`src/design/fpr_pkg.sv`:
```
// Shared types, frame layout constants and helpers of the framed pointer report decoder.
`timescale 1ns / 1ps
package fpr_pkg;

  // Frame layout: byte positions inside one 18-byte frame.
  localparam int unsigned FrameLen = 18;
  localparam int unsigned PosW     = 5;

  localparam logic [PosW-1:0] PosSyncS     = 5'd0;
  localparam logic [PosW-1:0] PosSyncH     = 5'd1;
  localparam logic [PosW-1:0] PosSyncB     = 5'd2;
  localparam logic [PosW-1:0] PosVersion   = 5'd3;
  localparam logic [PosW-1:0] PosCommand   = 5'd4;
  localparam logic [PosW-1:0] PosLength    = 5'd6;
  localparam logic [PosW-1:0] PosDxLo      = 5'd7;
  localparam logic [PosW-1:0] PosDxHi      = 5'd8;
  localparam logic [PosW-1:0] PosDyLo      = 5'd9;
  localparam logic [PosW-1:0] PosDyHi      = 5'd10;
  localparam logic [PosW-1:0] PosWheel     = 5'd11;
  localparam logic [PosW-1:0] PosButtons   = 5'd12;
  localparam logic [PosW-1:0] PosSumEnd    = 5'd15;
  localparam logic [PosW-1:0] PosTrailerLo = 5'd16;
  localparam logic [PosW-1:0] PosLast      = 5'd17;

  // Header byte values.
  localparam logic [7:0] SyncS         = 8'h53;
  localparam logic [7:0] SyncH         = 8'h48;
  localparam logic [7:0] SyncB         = 8'h42;
  localparam logic [7:0] FrameVersion  = 8'h01;
  localparam logic [7:0] FrameCommand  = 8'h10;
  localparam logic [7:0] FramePayLen   = 8'h09;

  // Button masks: main buttons only, or main plus side buttons.
  localparam int unsigned NumButtons  = 5;
  localparam logic [NumButtons-1:0] BtnMaskMain = 5'b00111;
  localparam logic [NumButtons-1:0] BtnMaskAll  = 5'b11111;

  // Result kinds.
  localparam logic KindButton = 1'b0;
  localparam logic KindMove   = 1'b1;

  // Configuration port.
  localparam int unsigned CfgAddrW      = 3;
  localparam logic        RegSideButtons = 1'b0;

  localparam logic signed [7:0] StepMax = 8'sd127;
  localparam logic signed [7:0] StepMin = -8'sd127;

  // One accepted frame, as handed from the framer to the event generator.
  typedef struct packed {
    logic signed [15:0]      dx;
    logic signed [15:0]      dy;
    logic signed [7:0]       wheel;
    logic [NumButtons-1:0]   buttons;
  } frame_t;

  // One result beat.
  typedef struct packed {
    logic              kind;
    logic [2:0]        button_index;
    logic              pressed;
    logic signed [7:0] step_x;
    logic signed [7:0] step_y;
    logic signed [7:0] step_wheel;
    logic [8:0]        repeat_count;
    logic              last;
  } result_t;

  typedef enum logic [1:0] {
    BK_IDLE,
    BK_BUTTONS,
    BK_MOVES
  } back_state_e;

  // Limits one movement report to the range -127..127.
  function automatic logic signed [7:0] clamp_step(input logic signed [15:0] v);
    logic signed [7:0] r;
    if (v > 16'sd127) begin
      r = StepMax;
    end else if (v < -16'sd127) begin
      r = StepMin;
    end else begin
      r = v[7:0];
    end
    return r;
  endfunction

endpackage

```
`src/design/framed_pointer_report_decoder.sv`:
```
// Top level of the framed pointer report decoder: framer, frame queue, event generator, APB register.
`timescale 1ns / 1ps
// The block takes received serial bytes on the rx channel (valid/ready, one byte per beat) and
// assembles 18-byte frames that open with 'S','H','B'. A frame with version 1, command 0x10,
// length 9 and a matching 16-bit additive trailer is decoded into result beats on the out
// channel: first one press or release event per changed button (left, right, middle, and back
// and forward when side_buttons_enable is set), then runs of identical move reports clamped
// to +-127, each run as one beat with its repeat count. The final beat of a frame has last set.
// Rejected frames produce nothing.
// The framer takes one byte every cycle unless the queue is full at a frame's final byte. Accepted
// frames wait in a small queue, so bytes keep flowing while the event generator drains earlier
// frames. A frame's first result is registered through the queue, the generator's frame registers
// and the output register. The event generator handles one button event or one clamped move
// report at a time (up to 259 reports for the largest movement); the move report loop sets the
// rate whenever frames carry large movement.
// When the receiver stalls, results hold in the output register, then the generator stops,
// the queue fills, and rx_ready_o drops only on the final byte of a frame. Reset clears the
// byte position, the recorded button state (all released), the queue, the output valid flag and
// side_buttons_enable. The user must write the APB register only while idle; no logic enforces it.
module framed_pointer_report_decoder #(
  parameter int unsigned FrameQueueDepth = 2
) (
  input  logic                          clk_i,
  input  logic                          rst_ni,
  input  logic                          rx_valid_i,
  output logic                          rx_ready_o,
  input  logic [7:0]                    rx_byte_i,
  output logic                          out_valid_o,
  input  logic                          out_ready_i,
  output logic                          kind_o,
  output logic [2:0]                    button_index_o,
  output logic                          pressed_o,
  output logic signed [7:0]             step_x_o,
  output logic signed [7:0]             step_y_o,
  output logic signed [7:0]             step_wheel_o,
  output logic [8:0]                    repeat_count_o,
  output logic                          last_o,
  input  logic                          psel,
  input  logic                          penable,
  input  logic                          pwrite,
  input  logic [fpr_pkg::CfgAddrW-1:0]  paddr,
  input  logic [31:0]                   pwdata,
  output logic [31:0]                   prdata,
  output logic                          pready
);
  import fpr_pkg::*;

  logic    side_en_q;
  logic    push, push_ready, q_valid, q_pop;
  frame_t  push_frame, q_frame;
  result_t result;

  // Register index is the word address; only the side button enable exists.
  assign pready = 1'b1;
  assign prdata = (paddr[2] == RegSideButtons) ? {31'b0, side_en_q} : 32'b0;

  always_ff @(posedge clk_i or negedge rst_ni) begin
    if (!rst_ni) begin
      side_en_q <= 1'b0;
    end else if (psel && penable && pwrite && pready && (paddr[2] == RegSideButtons)) begin
      side_en_q <= pwdata[0];
    end
  end

  fpr_front u_front (
    .clk_i        (clk_i),
    .rst_ni       (rst_ni),
    .rx_valid_i   (rx_valid_i),
    .rx_ready_o   (rx_ready_o),
    .rx_byte_i    (rx_byte_i),
    .push_o       (push),
    .push_ready_i (push_ready),
    .frame_o      (push_frame)
  );

  fpr_fifo #(
    .Depth (FrameQueueDepth)
  ) u_fifo (
    .clk_i        (clk_i),
    .rst_ni       (rst_ni),
    .push_i       (push),
    .push_ready_o (push_ready),
    .push_data_i  (push_frame),
    .pop_valid_o  (q_valid),
    .pop_i        (q_pop),
    .pop_data_o   (q_frame)
  );

  fpr_back u_back (
    .clk_i         (clk_i),
    .rst_ni        (rst_ni),
    .side_en_i     (side_en_q),
    .frame_valid_i (q_valid),
    .frame_ready_o (q_pop),
    .frame_i       (q_frame),
    .out_valid_o   (out_valid_o),
    .out_ready_i   (out_ready_i),
    .result_o      (result)
  );

  assign kind_o         = result.kind;
  assign button_index_o = result.button_index;
  assign pressed_o      = result.pressed;
  assign step_x_o       = result.step_x;
  assign step_y_o       = result.step_y;
  assign step_wheel_o   = result.step_wheel;
  assign repeat_count_o = result.repeat_count;
  assign last_o         = result.last;

endmodule

```
`src/design/fpr_front.sv`:
```
// Byte framer: hunts for sync, checks header and additive sum, captures the payload fields.
`timescale 1ns / 1ps
module fpr_front (
  input  logic           clk_i,
  input  logic           rst_ni,
  input  logic           rx_valid_i,
  output logic           rx_ready_o,
  input  logic [7:0]     rx_byte_i,
  output logic           push_o,
  input  logic           push_ready_i,
  output fpr_pkg::frame_t frame_o
);
  import fpr_pkg::*;

  logic [PosW-1:0] pos_q, pos_d;
  logic [15:0]     sum_q, sum_d;
  logic            hdr_ok_q, hdr_ok_d;
  logic [7:0]      trail_lo_q, trail_lo_d;
  frame_t          frame_q, frame_d;
  logic            accept;

  // Only the final byte of a frame needs room in the queue.
  assign rx_ready_o = !((pos_q == PosLast) && !push_ready_i);
  assign accept     = rx_valid_i && rx_ready_o;
  assign frame_o    = frame_q;

  always_comb begin
    pos_d      = pos_q;
    sum_d      = sum_q;
    hdr_ok_d   = hdr_ok_q;
    trail_lo_d = trail_lo_q;
    frame_d    = frame_q;
    push_o     = 1'b0;
    if (accept) begin
      pos_d = pos_q + 5'd1;
      if (pos_q <= PosSumEnd) begin
        sum_d = sum_q + {8'h00, rx_byte_i};
      end
      case (pos_q)
        PosSyncS: begin
          if (rx_byte_i == SyncS) begin
            sum_d = {8'h00, rx_byte_i};
          end else begin
            pos_d = PosSyncS;
          end
        end
        PosSyncH, PosSyncB: begin
          // A wrong sync byte drops the partial frame; an 'S' starts a new one.
          if ((pos_q == PosSyncH && rx_byte_i != SyncH) ||
              (pos_q == PosSyncB && rx_byte_i != SyncB)) begin
            sum_d = {8'h00, rx_byte_i};
            pos_d = (rx_byte_i == SyncS) ? PosSyncH : PosSyncS;
          end
        end
        PosVersion:   hdr_ok_d = (rx_byte_i == FrameVersion);
        PosCommand:   hdr_ok_d = hdr_ok_q && (rx_byte_i == FrameCommand);
        PosLength:    hdr_ok_d = hdr_ok_q && (rx_byte_i == FramePayLen);
        PosDxLo:      frame_d.dx[7:0]  = rx_byte_i;
        PosDxHi:      frame_d.dx[15:8] = rx_byte_i;
        PosDyLo:      frame_d.dy[7:0]  = rx_byte_i;
        PosDyHi:      frame_d.dy[15:8] = rx_byte_i;
        PosWheel:     frame_d.wheel    = rx_byte_i;
        PosButtons:   frame_d.buttons  = rx_byte_i[NumButtons-1:0];
        PosTrailerLo: trail_lo_d       = rx_byte_i;
        PosLast: begin
          pos_d  = PosSyncS;
          push_o = hdr_ok_q && ({rx_byte_i, trail_lo_q} == sum_q);
        end
        default: ;
      endcase
    end
  end

  always_ff @(posedge clk_i or negedge rst_ni) begin
    if (!rst_ni) begin
      pos_q <= PosSyncS;
    end else begin
      pos_q <= pos_d;
    end
  end

  always_ff @(posedge clk_i) begin
    sum_q      <= sum_d;
    hdr_ok_q   <= hdr_ok_d;
    trail_lo_q <= trail_lo_d;
    frame_q    <= frame_d;
  end

endmodule

```
`src/design/fpr_fifo.sv`:
```
// Short queue of accepted frames between the framer and the event generator.
`timescale 1ns / 1ps
module fpr_fifo #(
  parameter int unsigned Depth = 2
) (
  input  logic            clk_i,
  input  logic            rst_ni,
  input  logic            push_i,
  output logic            push_ready_o,
  input  fpr_pkg::frame_t push_data_i,
  output logic            pop_valid_o,
  input  logic            pop_i,
  output fpr_pkg::frame_t pop_data_o
);
  import fpr_pkg::*;

  localparam int unsigned PtrW = (Depth > 1) ? $clog2(Depth) : 1;
  localparam int unsigned CntW = $clog2(Depth + 1);
  localparam logic [PtrW-1:0] LastPtr = PtrW'(Depth - 1);

  frame_t            store_q [Depth];
  logic [PtrW-1:0]   wr_ptr_q, rd_ptr_q;
  logic [CntW-1:0]   count_q;
  logic              do_push, do_pop;

  assign push_ready_o = (count_q != CntW'(Depth));
  assign pop_valid_o  = (count_q != '0);
  assign pop_data_o   = store_q[rd_ptr_q];
  assign do_push      = push_i && push_ready_o;
  assign do_pop       = pop_i && pop_valid_o;

  always_ff @(posedge clk_i or negedge rst_ni) begin
    if (!rst_ni) begin
      wr_ptr_q <= '0;
      rd_ptr_q <= '0;
      count_q  <= '0;
    end else begin
      if (do_push) begin
        wr_ptr_q <= (wr_ptr_q == LastPtr) ? '0 : wr_ptr_q + 1'b1;
      end
      if (do_pop) begin
        rd_ptr_q <= (rd_ptr_q == LastPtr) ? '0 : rd_ptr_q + 1'b1;
      end
      if (do_push && !do_pop) begin
        count_q <= count_q + 1'b1;
      end else if (do_pop && !do_push) begin
        count_q <= count_q - 1'b1;
      end
    end
  end

  always_ff @(posedge clk_i) begin
    if (do_push) begin
      store_q[wr_ptr_q] <= push_data_i;
    end
  end

endmodule

```
`src/design/fpr_back.sv`:
```
// Event generator: button change events, then merged runs of clamped move reports.
`timescale 1ns / 1ps
module fpr_back (
  input  logic             clk_i,
  input  logic             rst_ni,
  input  logic             side_en_i,
  input  logic             frame_valid_i,
  output logic             frame_ready_o,
  input  fpr_pkg::frame_t  frame_i,
  output logic             out_valid_o,
  input  logic             out_ready_i,
  output fpr_pkg::result_t result_o
);
  import fpr_pkg::*;

  back_state_e             state_q, state_d;
  logic [NumButtons-1:0]   prev_btn_q, prev_btn_d;
  logic [NumButtons-1:0]   btn_q, btn_d;
  logic [NumButtons-1:0]   pend_q, pend_d, pend_clr;
  logic signed [15:0]      dx_q, dx_d, dy_q, dy_d;
  logic signed [7:0]       dw_q, dw_d;
  logic signed [7:0]       rx_q, rx_d, ry_q, ry_d, rw_q, rw_d;
  logic [8:0]              cnt_q, cnt_d;
  logic signed [7:0]       sx, sy, sw;
  logic                    move_zero, same, emit_ok, emit;
  logic [2:0]              btn_idx;
  logic                    out_valid_q;
  result_t                 res_q, res_d;

  assign out_valid_o = out_valid_q;
  assign result_o    = res_q;
  assign emit_ok     = !out_valid_q || out_ready_i;

  assign sx        = clamp_step(dx_q);
  assign sy        = clamp_step(dy_q);
  assign sw        = clamp_step({{8{dw_q[7]}}, dw_q});
  assign move_zero = (dx_q == '0) && (dy_q == '0) && (dw_q == '0);
  assign same      = (cnt_q != '0) && (sx == rx_q) && (sy == ry_q) && (sw == rw_q);

  // Lowest pending button first.
  always_comb begin
    btn_idx = '0;
    for (int i = NumButtons - 1; i >= 0; i--) begin
      if (pend_q[i]) begin
        btn_idx = 3'(i);
      end
    end
    pend_clr = pend_q & ~(NumButtons'(1) << btn_idx);
  end

  always_comb begin
    state_d       = state_q;
    prev_btn_d    = prev_btn_q;
    btn_d         = btn_q;
    pend_d        = pend_q;
    dx_d          = dx_q;
    dy_d          = dy_q;
    dw_d          = dw_q;
    rx_d          = rx_q;
    ry_d          = ry_q;
    rw_d          = rw_q;
    cnt_d         = cnt_q;
    emit          = 1'b0;
    res_d         = '0;
    frame_ready_o = 1'b0;
    case (state_q)
      BK_IDLE: begin
        frame_ready_o = 1'b1;
        if (frame_valid_i) begin
          dx_d       = frame_i.dx;
          dy_d       = frame_i.dy;
          dw_d       = frame_i.wheel;
          btn_d      = frame_i.buttons;
          pend_d     = (frame_i.buttons ^ prev_btn_q) & (side_en_i ? BtnMaskAll : BtnMaskMain);
          prev_btn_d = frame_i.buttons;
          cnt_d      = '0;
          state_d    = BK_BUTTONS;
        end
      end
      BK_BUTTONS: begin
        if (pend_q == '0) begin
          state_d = BK_MOVES;
        end else if (emit_ok) begin
          emit               = 1'b1;
          res_d.kind         = KindButton;
          res_d.button_index = btn_idx;
          res_d.pressed      = btn_q[btn_idx];
          res_d.last         = (pend_clr == '0) && move_zero;
          pend_d             = pend_clr;
        end
      end
      BK_MOVES: begin
        if (move_zero) begin
          if (cnt_q == '0) begin
            state_d = BK_IDLE;
          end else if (emit_ok) begin
            emit               = 1'b1;
            res_d.kind         = KindMove;
            res_d.step_x       = rx_q;
            res_d.step_y       = ry_q;
            res_d.step_wheel   = rw_q;
            res_d.repeat_count = cnt_q;
            res_d.last         = 1'b1;
            state_d            = BK_IDLE;
          end
        end else if (same) begin
          cnt_d = cnt_q + 9'd1;
          dx_d  = dx_q - {{8{sx[7]}}, sx};
          dy_d  = dy_q - {{8{sy[7]}}, sy};
          dw_d  = dw_q - sw;
        end else if (cnt_q == '0 || emit_ok) begin
          // A new report value closes the run in progress, if any.
          if (cnt_q != '0) begin
            emit               = 1'b1;
            res_d.kind         = KindMove;
            res_d.step_x       = rx_q;
            res_d.step_y       = ry_q;
            res_d.step_wheel   = rw_q;
            res_d.repeat_count = cnt_q;
          end
          rx_d  = sx;
          ry_d  = sy;
          rw_d  = sw;
          cnt_d = 9'd1;
          dx_d  = dx_q - {{8{sx[7]}}, sx};
          dy_d  = dy_q - {{8{sy[7]}}, sy};
          dw_d  = dw_q - sw;
        end
      end
      default: state_d = BK_IDLE;
    endcase
  end

  always_ff @(posedge clk_i or negedge rst_ni) begin
    if (!rst_ni) begin
      state_q     <= BK_IDLE;
      prev_btn_q  <= '0;
      out_valid_q <= 1'b0;
    end else begin
      state_q    <= state_d;
      prev_btn_q <= prev_btn_d;
      if (emit) begin
        out_valid_q <= 1'b1;
      end else if (out_ready_i) begin
        out_valid_q <= 1'b0;
      end
    end
  end

  always_ff @(posedge clk_i) begin
    btn_q  <= btn_d;
    pend_q <= pend_d;
    dx_q   <= dx_d;
    dy_q   <= dy_d;
    dw_q   <= dw_d;
    rx_q   <= rx_d;
    ry_q   <= ry_d;
    rw_q   <= rw_d;
    cnt_q  <= cnt_d;
    if (emit) begin
      res_q <= res_d;
    end
  end

endmodule
```
`config.mk`:
```
export PLATFORM = sky130hd
export DESIGN_NAME = framed_pointer_report_decoder
export DESIGN_NICKNAME = d
export VERILOG_FILES = /design/src/design/fpr_pkg.sv /design/src/design/framed_pointer_report_decoder.sv /design/src/design/fpr_front.sv /design/src/design/fpr_fifo.sv /design/src/design/fpr_back.sv
export SDC_FILE = /design/constraint.sdc
export NUM_CORES = 1
export LEC_CHECK = 0
export ABC_CLOCK_PERIOD_IN_PS = 5690
export BUFFER_PORTS_ARGS = -buffer_cell sky130_fd_sc_hd__buf_2
export CORE_MARGIN = 4
export CORE_UTILIZATION = 45
export CTS_CLUSTER_DIAMETER = 80
export CTS_CLUSTER_SIZE = 10
export DETAILED_ROUTE_END_ITERATION = 8
export HOLD_SLACK_MARGIN = 0.06
export PLACE_DENSITY_LB_ADDON = 0.05
export SYNTH_ARGS = -nofsm -noshare
export SYNTH_HDL_FRONTEND = slang
export SYNTH_HIERARCHICAL = 1
export SYNTH_SLANG_ARGS = --single-unit
```
`constraint.sdc`:
```
create_clock -name clk_i -period 5.69 [get_ports clk_i]
set_clock_uncertainty 0.15 [all_clocks]
set_input_delay 0.2845 -clock clk_i [delete_from_list [all_inputs] [get_ports clk_i]]
set_output_delay 0.2845 -clock clk_i [all_outputs]
set_load 0.05 [all_outputs]
```
# Word level (Yosys, flattened, before mapping)
# Memories as Yosys holds them, arrays and structs flattened.
# Index checks and enable logic that the tools add are counted.
[totals] elab_cells=239 inputBits=50 output_inout_bits=74 mem_bits_rw=90 ff_bits=210 memories=1
[memory_table] name="u_fifo.store_q" depth=2 word_bits=45 rd=1 rd_clocked_by_memory_dff=0 write_ports=1 line_no="fpr_fifo.sv:21" text="frame_t store_q [Depth];"
[classes] add_sub_neg=10 reduce_logical=58 shifts=1 muxes=84 magnitude_cmp=8 bitwise=9 n_eq_ne=34
[op_table] op="$mux W16" count=11
[op_table] op="$mux W33" count=4
[op_table] op="$pmux W16 S2" count=3
[op_table] op="$mux W8" count=10
[op_table] op="$mux W34" count=2
[op_table] op="$mux W9" count=4
[op_table] op="$gt A16 B8 Y1 const B" count=2
[op_table] op="$logic_not A16 Y1" count=2
[op_table] op="$lt A16 B8 Y1 const B" count=2
[op_table] op="$sub A16 B16 Y16" count=2
[op_table] op="$mux W5" count=6
[op_table] op="$eq A5 B4 Y1 const B" count=5
[op_table] op="$eq A8 B8 Y1" count=3
[op_table] op="$mux W1" count=22
[op_table] op="$logic_and A1 B1 Y1" count=20
[op_table] op="$pmux W9 S2" count=1
[op_table] op="$reduce_and A2 Y1" count=9
[op_table] op="$add A16 B8 Y16" count=1
[op_table] op="$eq A16 B16 Y1" count=1
[op_table] op="$ne A8 B7 Y1 const B" count=2
[op_table] op="$pmux W8 S2" count=1
[op_table] op="$reduce_and A4 Y1" count=4
[op_table] op="$eq A5 B3 Y1 const B" count=3
[op_table] op="$logic_not A5 Y1" count=3
[op_table] op="45 further kinds" count=81

# Longest topological paths before layout
# Gate-level depths: netlist (run 1).
[logic_depth] depth_word=13 ltp_mapped=15 ltp_nobuf=15

# By module
# Netlist (run 1), hierarchy kept.
[modules_own_cells] mod="fpr_back" n_inst=1 cells_per_inst=767 seq_area_each_um2=3863.7 area_each_um2=8281.7
[modules_own_cells] mod="fpr_front" n_inst=1 cells_per_inst=275 seq_area_each_um2=2227.1 area_each_um2=3652.3
[modules_own_cells] mod="fpr_fifo" n_inst=1 cells_per_inst=158 seq_area_each_um2=2802.7 area_each_um2=3641.0
[modules_own_cells] mod="framed_pointer_report_decoder" n_inst=1 cells_per_inst=38 seq_area_each_um2=25.0 area_each_um2=301.5

# Worst setup path after synthesis (run 1)
# OpenSTA, ideal clock, no wires.
[synth_path] kind="register to register" startpoint="register u_back.dw_q[1]" endpoint="register u_back.res_q (netlist bit u_back/result_o[0]), enable pin" n_path_buf=0 t_arrival_ns=4.050 slack_ns=0.748 path_stages_with_launch=11 required_ns=4.797 synth_period_minus_slack_ns=4.942 setup_ns=0.743 path_cell_list="edfxtp_1 nor2_1 nand3_1 nand2_1 ha_1 or2_1 or4_1 a22o_2 or4_4 o41ai_1 o21ai_0"
[synth_via] elab_chain_cells=8 elab_cells_between_ends=11 cone_classes="order compare: 2; eq/ne: 1; mux: 5; reduce/logical: 3"
[synth_rtl] item="start: declaration" line_no="fpr_back.sv:21" text="logic signed [7:0] dw_q, dw_d;"
[synth_rtl] item="start signal: assignment" line_no="fpr_back.sv:155" text="dw_q <= dw_d;"
[synth_rtl] item="$lt A8 B8 Y1" line_no="fpr_pkg.sv:80" text="end else if (v < -16'sd127) begin"
[synth_rtl] item="$mux W8" line_no="fpr_pkg.sv:80"
[synth_rtl] item="$mux W8 *" line_no="fpr_pkg.sv:78" text="if (v > 16'sd127) begin"
[synth_rtl] item="net u_back.sw[0]" line_no="fpr_back.sv:24" text="logic signed [7:0] sx, sy, sw;"
[synth_rtl] item="$eq A8 B8 Y1 *" line_no="fpr_back.sv:38" text="assign same = (cnt_q != '0) && (sx == rx_q) && (sy == ry_q) && (sw == rw_q);"
[synth_rtl] item="$logic_and A1 B1 Y1 *" line_no="fpr_back.sv:38"
[synth_rtl] item="$mux W1 *" line_no="fpr_back.sv:106" text="end else if (same) begin"
[synth_rtl] item="$mux W1 *" line_no="fpr_back.sv:93" text="if (move_zero) begin"
[synth_rtl] item="$pmux W1 S2 *" line_no="fpr_back.sv:66" text="case (state_q)"
[synth_rtl] item="net u_back.emit" line_no="fpr_back.sv:25" text="logic move_zero, same, emit_ok, emit;"
[synth_rtl] item="end signal: assignment" line_no="fpr_back.sv:161" text="res_q <= res_d;"
[synth_rtl] item="end: declaration" line_no="fpr_back.sv:28" text="result_t res_q, res_d;"
# Mark *: on every way through the listed nets, which the timed path passes. The rest lies on a longest branch.
# A chain may end at the register's enable or synchronous reset.

# Worst setup path in the final report (run 1)
[layout_path] startpoint="register u_back.dw_q[1]" endpoint="register u_back.res_q (netlist bit u_back/result_o[20]), enable pin"
# The elaborated chain is that of the path after synthesis.

==> impl_results.md, run 1 <==
* Number of warnings printed during yosys synthesis at 6
* Filler cell count in the final layout at 3035
* Total congestion overflow after global routing at 0
* TritonCTS Sinks at 300
* Portion of total power attributed to the clock network at 18.9%
* Largest fanout on the critical path at 39
* Share of total power consumed by net switching at 40.9%
* Flop pwr share at 35.0%
* DRC violation count after routing at 0
* Data arrival time of the critical path at 4500 ps
* Clock-pin slew of the registers on the worst-case setup and hold paths at 60 ps
* Max-capacitance violation count at 0
* Most area-consuming cells after synthesis: sky130_fd_sc_hd__edfxtp_1 53%, sky130_fd_sc_hd__ha_1 4.5%, sky130_fd_sc_hd__mux2_4 3.7%
* Initial DRC count at 542
* Layout cell share with drive strength beyond 1 at 19.2%
* Final period utilization at 79.9%
* Clock Tree Buf Depth at 3
* Most common cell in the synthesized netlist: sky130_fd_sc_hd__edfxtp_1
* Max-slew violation total from the final report at 0
* Critical Path Start Type: flip-flop
* # setup viols final at 0
* Number of buffers created by CTS at 36
* Area growth syn-to-layout at 11.1%
* Tot GR Track Use at 17.1%
* R2R cell count at 10
* Max H-tree Level at 2
* Critical path type: reg -> reg
* Overall power after layout at 11.0 mW
* Most common library cells after synthesis: 282 x sky130_fd_sc_hd__edfxtp_1, 74 x sky130_fd_sc_hd__nor2_1, 66 x sky130_fd_sc_hd__nand2_1
* Initial Util at 45.7%
* Slack of the worst reg-to-reg path at 1150 ps
* Insertion delay to the later sink of the worst-skew pair at 510 ps
* Summed negative setup slack over all endpoints at 0 ps
* Part of the power in combinational logic at 46.1%
* Fmax achieved at 0.220 GHz
* Pin count of the biggest net entering global routing at 46
* Global-route wire length before repair at 53500 um
* Remaining number of nets flagged by the antenna check after routing at 0
* Met2 wire length at 15200 um
* Via count at 9930
* Vert. Die Dim at 196 um
* Total met3 wirelength after detailed routing at 1530 um
* Cell count after synthesis at 1238
* Core area at 34700 um2
* Average via count per standard cell at 5.56
* Reg-to-reg endpoint: u_back/result_o[20]$_SDFFCE_PN0P_
* Crit. End Element: flip-flop
* Tmin final at 4540 ps
* Startpoint of the worst setup timing path: u_back/dw_q[1]$_DFFE_PP_
* Layout net count at 1426
* Main flop type after synthesis: sky130_fd_sc_hd__edfxtp_1
* Standard-cell row count at 68
* Full die area at 38300 um2
* Share of the core filled with cells in the final layout at 50.8%
* Sequential-to-total area share from yosys stat at 56.2%
* Rel. slew slack at 18.7%
* Routed wire length at 33500 um
* Proportion of register bits with asynchronous set or reset after synthesis at 6.00%
* Switch Pwr at 4.52 mW
* Number of enable flip-flop cells after synthesis at 282
* Most area-hungry cell type in the Yosys netlist: sky130_fd_sc_hd__edfxtp_1
* Pint at 6.52 mW
* Root Buffer Master: sky130_fd_sc_hd__clkbuf_16
* Clock tree from TritonCTS: built
* Horizontal die dimension at 196 um
* Hold violation total from the final report at 0
* DR top layer: met4
* Placer congestion estimate at 0.866
* Number of buffers inserted by port buffering at 58
* Top-area cell type share of the netlist area at 53.3%
* Critical path data required time at 5650 ps
* Detailed-routing iteration count for the pre-antenna-repair pass at 5
* Worst VDD drop at 0.412 mV
* Synth Area per Inst at 12.8 um2
* Register bit count reported by yosys at 300
* Drt wl/cell at 18.8 um
* Hpwl dp at 23000 um
* Kind of path behind the tightest hold check: in -> reg
* Result of the run: completed
* Wire length on met1 at 15800 um
* Total power divided by cell area at 626 nW/um2
* Startpoint of the lowest-slack register-to-register path: u_back/dw_q[1]$_DFFE_PP_
* Number of top-level design ports at 124
* End of the critical path: u_back/result_o[20]$_SDFFCE_PN0P_
* Static power due to leakage at 6.33 nW
* Post-CTS setup-driven buffer insertion count at 0
* Synthesized cell area at 15900 um2
* Actual transition at the worst max-transition pin at 1210 ps
* Via count of the first global-routing pass at 9669
* Number of antenna violations at the first check in global routing at 0
* Yosys cell types at 91
* RSZ-0062 raised after global routing: false
* Antenna diode count at 0
-- power by group through the flow --
stage	clock network, mW	logic [mW]	registers, mW
floorplan	0	3.67	4.18
global placement	0	5.04	3.89
detailed placement	0	5.07	3.90
CTS	2.16	5.11	3.86
global route	2.25	5.65	3.95
finish	2.09	5.09	3.86
-- worst max-delay path, stage by stage, from the launching register on --
cell	delay, ps
sky130_fd_sc_hd__edfxtp_1	490
sky130_fd_sc_hd__nor2_1	190
sky130_fd_sc_hd__nand3_1	130
sky130_fd_sc_hd__nand2_1	90
sky130_fd_sc_hd__ha_1	340
sky130_fd_sc_hd__or2_1	310
sky130_fd_sc_hd__or4_1	530
sky130_fd_sc_hd__a22o_2	240
sky130_fd_sc_hd__or4_4	530
sky130_fd_sc_hd__o41ai_1	600
sky130_fd_sc_hd__o21ai_4	490
-- layout by cell type, fill, tap and decap left out, types with 14 or more instances in the layout --
master,Yosys,layout
sky130_fd_sc_hd__buf_2,1,58
sky130_fd_sc_hd__nor3_1,21,21
sky130_fd_sc_hd__nor4_1,19,18
sky130_fd_sc_hd__nand2_1,66,66
sky130_fd_sc_hd__ha_1,57,56
sky130_fd_sc_hd__dfrtp_1,18,17
sky130_fd_sc_hd__inv_1,61,61
sky130_fd_sc_hd__nor2_1,74,73
sky130_fd_sc_hd__o31ai_1,17,17
sky130_fd_sc_hd__a21oi_1,34,34
sky130_fd_sc_hd__xor2_1,31,31
sky130_fd_sc_hd__nor2b_1,24,24
sky130_fd_sc_hd__mux2_4,39,39
sky130_fd_sc_hd__conb_1,2,32
sky130_fd_sc_hd__mux2_2,33,33
sky130_fd_sc_hd__nor3b_2,22,22
sky130_fd_sc_hd__nand3_1,31,30
sky130_fd_sc_hd__clkbuf_16,0,37
sky130_fd_sc_hd__edfxtp_1,282,282
sky130_fd_sc_hd__xnor2_1,33,33
sky130_fd_sc_hd__o21ai_0,59,58
sky130_fd_sc_hd__a211oi_1,17,17
sky130_fd_sc_hd__a21o_1,14,14
-- kinds of logic (layout without fill, tap and decap cells) --
| group | count (synthesis) | in the layout | share of synthesized area [%] |
|---|---|---|---|
| AO/OA/AOI/OAI | 236 | 236 | 10.3 |
| XOR/XNOR | 64 | 64 | 3.53 |
| adder cells (fa/ha/maj) | 61 | 61 | 5.00 |
| buffers and inverters | 128 | 191 | 4.44 |
| flip-flops | 300 | 300 | 56.2 |
| multiplexers | 79 | 79 | 6.56 |
| other | 2 | 32 | 0.0473 |
| AND/OR/NAND/NOR | 368 | 368 | 14.0 |
-- repair_timing --
item / in CTS / in global routing
hold endpoints to repair: 36 / 0
gates resized for setup: 0 / 0
hold buffers: 7 / 0
-- area by class of cell --
class                   instances  area (um2)  area share (%)
clock buffers                  50         975            5.53
clock inverters                 4        85.1           0.482
inverters                      61         229            1.30
multi-input cells             840        6400            36.3
flip-flops and latches        300        8920            50.6
well taps                     455         569            3.23
repair buffers                 76         455            2.58
-- metrics by stage --
stage               cell area, um2  cells  setup slack (ps)  hold WS (ps)
floorplan                    16000   1268               748          -161
CTS                          17600   1786              1090          62.5
global route                 17600   1786               884          73.3
finish                       17600   1786              1150          86.3
global placement             16500   1725              1230           121
detailed placement           16500   1725              1120           125
-- worst min-delay path by stage --
stage,startpoint,to,slack (ps),cells after the start
6_report,rx_byte_i[6],u_front/frame_o[27]$_DFFE_PP_,90,1
5_1_grt,rx_byte_i[6],u_front/trail_lo_q[6]$_DFFE_PP_,70,1
3_3_place_gp,rst_ni,u_fifo/count_q[0]$_DFFE_PN0P_,120,1
4_1_cts,rx_byte_i[6],u_front/trail_lo_q[6]$_DFFE_PP_,60,1
3_5_place_dp,rst_ni,u_fifo/count_q[0]$_DFFE_PN0P_,130,1
2_1_floorplan,rst_ni,side_en_q$_DFFE_PN0P_,-160,0
-- state kept, by name, indices dropped and copies added, names as in the netlist, 9 cells and up --
register / count
u_back/cnt_q: 9
u_back/dx_q: 16
u_front/frame_o: 45
u_back/result_o: 39
u_fifo/store_q: 90
u_back/dy_q: 16
u_front/sum_q: 16
-- per-layer routing --
layer	GRT usage (%)	up-vias
met5	0	-
met4	5.48	0
met3	2.52	64
met2	27.2	244
met1	24.5	4810
li1	-	4812
No activity file was read; power rests on OpenSTA's default activity.
==> run 2, diff against run 1 <==
Settings changed: ABC_CLOCK_PERIOD_IN_PS 5690 to 4500.
Clock period 5.69 ns to 4.5 ns, I/O delays scaled along.
==> run 2 against run 1 <==
  * First-iteration DRC count increased by 3.9%
  * Worst hold slack improved by 210 ps
  * Sequential cell count did not move
  * Sequential power is 26% higher
  * Clock power up 19%
  * Non-clock buffer count increased by 21
  * Core utilization rose by 0.40 points
  * Critical endpoint is now u_back/result_o[33]$_SDFFCE_PN0P_
  * Largest cell class unchanged
  * Highest routed layer unchanged
==> impl_results.md, run 2 (synthesis gave the netlist of run 1 again) <==
* Total congestion overflow after global routing at 0
* Leading cell type in the layout, fill and taps excluded: sky130_fd_sc_hd__edfxtp_1
* Detailed-routing iteration count for the pre-antenna-repair pass at 5
* Insertion delay to the later sink of the worst-skew pair at 500 ps
* Switch Pwr at 5.67 mW
* Wire length on met1 at 15700 um
* Result of the run: completed
* Startpoint of the lowest-slack register-to-register path: u_back/dw_q[1]$_DFFE_PP_
* Routed wire length at 33600 um
* Max H-tree Level at 2
* End point of the most critical hold path: u_fifo/store_q[0][17]$_DFFE_PP_
* Actual transition at the worst max-transition pin at 1090 ps
* Data arrival time of the critical path at 4160 ps
* Summed negative setup slack over all endpoints at 0 ps
* Number of flip-flops under the largest register name at 90
* Share of total power consumed by net switching at 40.9%
* Layout cell share with drive strength beyond 1 at 19.9%
* Standard-cell row count at 68
* Kind of path behind the tightest hold check: reg -> reg
* Worst Hold Depth at 0
* Startpoint of the worst setup timing path: u_back/dw_q[1]$_DFFE_PP_
* Core area at 34700 um2
* Multi-input combinational cell area at 6430 um2
* # setup viols final at 0
* Post-CTS setup-driven buffer insertion count at 0
* Total met3 wirelength after detailed routing at 1370 um
* Total power divided by cell area at 781 nW/um2
* Vert. Die Dim at 196 um
* Filler cell count in the final layout at 3008
* Crit. End Element: flip-flop
* Hold violation total from the final report at 0
* Drt wl/cell at 18.6 um
* Sequential standard cell area at 8920 um2
* Max-slew violation total from the final report at 0
* Smallest hold slack at 291 ps
* Clock Tree Buf Depth at 3
* Via count of the first global-routing pass at 9638
* Max-capacitance violation count at 0
* TritonCTS Sinks at 300
* Met2 wire length at 15800 um
* Number of buffers inserted by port buffering at 58
* Reg-to-reg endpoint: u_back/result_o[33]$_SDFFCE_PN0P_
* Placer congestion estimate at 0.826
* RSZ-0062 raised after global routing: false
* Pint at 8.20 mW
* Register with the highest flop count: u_fifo/store_q
* Tmin final at 4080 ps
* Worst VDD drop at 0.466 mV
* DR top layer: met4
* Number of antenna violations at the first check in global routing at 0
* Fmax achieved at 0.245 GHz
* Tot GR Track Use at 17.2%
* Hold Startpoint: u_front/frame_o[17]$_DFFE_PP_
* Critical path type: reg -> reg
* Hpwl dp at 23700 um
* Number of buffers created by CTS at 35
* Remaining number of nets flagged by the antenna check after routing at 0
* Number of standard cells in the final layout excluding fillers at 1806
* Antenna diode count at 0
* Via count at 9855
* Final period utilization at 90.7%
* Initial DRC count at 563
* Slack of the worst reg-to-reg path at 420 ps
* Layout net count at 1447
* Largest fanout on the critical path at 31
* Full die area at 38300 um2
* Static power due to leakage at 6.40 nW
* Number of top-level design ports at 124
* Area growth syn-to-layout at 11.9%
* Part of the power in combinational logic at 47.0%
* Clock tree from TritonCTS: built
* Pin count of the biggest net entering global routing at 43
* Rel. slew slack at 27.3%
* DRC violation count after routing at 0
* Overall power after layout at 13.9 mW
* Average via count per standard cell at 5.46
* Critical path data required time at 4580 ps
* Commonest cells after routing, fill and taps aside: 282 x sky130_fd_sc_hd__edfxtp_1, 73 x sky130_fd_sc_hd__nor2_1, 66 x sky130_fd_sc_hd__nand2_1, 61 x sky130_fd_sc_hd__inv_1
* Flop pwr share at 35.1%
* Portion of total power attributed to the clock network at 17.9%
* Clock-pin slew of the registers on the worst-case setup and hold paths at 60 ps
* Initial Util at 45.7%
* Global-route wire length before repair at 53000 um
* R2R cell count at 11
* Horizontal die dimension at 196 um
* Critical Path Start Type: flip-flop
* Root Buffer Master: sky130_fd_sc_hd__clkbuf_16
* Cells after DPL at 1739
==> run 2: changes by cell type in the layout (fill, tap and decap cells not counted) <==
cell,change
sky130_fd_sc_hd__dlygate4sd3_1,+7
sky130_fd_sc_hd__buf_12,+1
sky130_fd_sc_hd__nor4_1,-1
sky130_fd_sc_hd__buf_4,+13
sky130_fd_sc_hd__clkinv_4,-1
sky130_fd_sc_hd__clkinv_16,-1
sky130_fd_sc_hd__bufinv_16,-1
sky130_fd_sc_hd__o21ai_4,+1
sky130_fd_sc_hd__clkbuf_1,+1
sky130_fd_sc_hd__nor4_4,+1
sky130_fd_sc_hd__clkbuf_16,-1
sky130_fd_sc_hd__inv_6,+1
==> run 2: timing repair <==
action / in CTS / in global routing
gates resized for setup: 0 / 1
hold buffers: 14 / 0
setup endpoints to repair: 0 / 39
endpoints found under the hold margin: 75 / 0
==> run 2: per-layer routing <==
metal  vias to the layer above  track usage [%]
met4                         0             4.65
li1                       4851                -
met1                      4747             24.0
met5                         -                0
met2                       203             28.1
met3                        54             2.56
==> run 2: cell type report <==
| cell class | count | share of cell area, % |
|---|---|---|
| clock buffer | 50 | 5.36 |
| clock inverter | 2 | 0.141 |
| inverter | 61 | 1.29 |
| multi-input combinational | 841 | 36.2 |
| sequential | 300 | 50.2 |
| tap | 455 | 3.20 |
| timing repair buffer | 97 | 3.62 |
==> run 2: how the worst max path moves through the flow <==
stage,endpoint,slack [ps],depth (start not counted)
2_1_floorplan,u_fifo/store_q[0][0]$_DFFE_PP_,110,7
4_1_cts,u_back/result_o[19]$_SDFFCE_PN0P_,290,11
6_report,u_back/result_o[33]$_SDFFCE_PN0P_,420,11
3_3_place_gp,u_back/result_o[20]$_SDFFCE_PN0P_,310,11
5_1_grt,u_back/dx_q[14]$_DFFE_PP_,70,13
3_5_place_dp,u_back/result_o[19]$_SDFFCE_PN0P_,310,11
==> run 2: power groups by stage <==
stage	sequential, mW	clock [mW]	combinational (mW)
after CTS	4.87	2.57	6.53
final	4.86	2.49	6.52
after detailed placement	4.93	0	6.48
after floorplan	5.26	0	4.65
after global routing	4.97	2.69	7.25
after global placement	4.92	0	6.45
==> run 2: metrics by stage <==
| stage | setup slack (ps) | util (%) | cell area [um2] |
|---|---|---|---|
| floorplan | 108 | - | 16000 |
| global placement | 307 | 47.9 | 16600 |
| detailed placement | 311 | 47.9 | 16600 |
| CTS | 293 | 51.1 | 17800 |
| global route | 71.8 | 51.2 | 17800 |
| finish | 421 | 51.2 | 17800 |
==> run 2: critical path, stage by stage, from the launching register on <==
cell                       delay [ps]
sky130_fd_sc_hd__edfxtp_1         480
sky130_fd_sc_hd__nor2_1           190
sky130_fd_sc_hd__nand3_1          160
sky130_fd_sc_hd__nand2_1          100
sky130_fd_sc_hd__ha_1             340
sky130_fd_sc_hd__or2_1            290
sky130_fd_sc_hd__or4_1            540
sky130_fd_sc_hd__a22o_2           240
sky130_fd_sc_hd__or4_4            540
sky130_fd_sc_hd__nor4_4           380
sky130_fd_sc_hd__buf_12           280
sky130_fd_sc_hd__nor3b_2           80
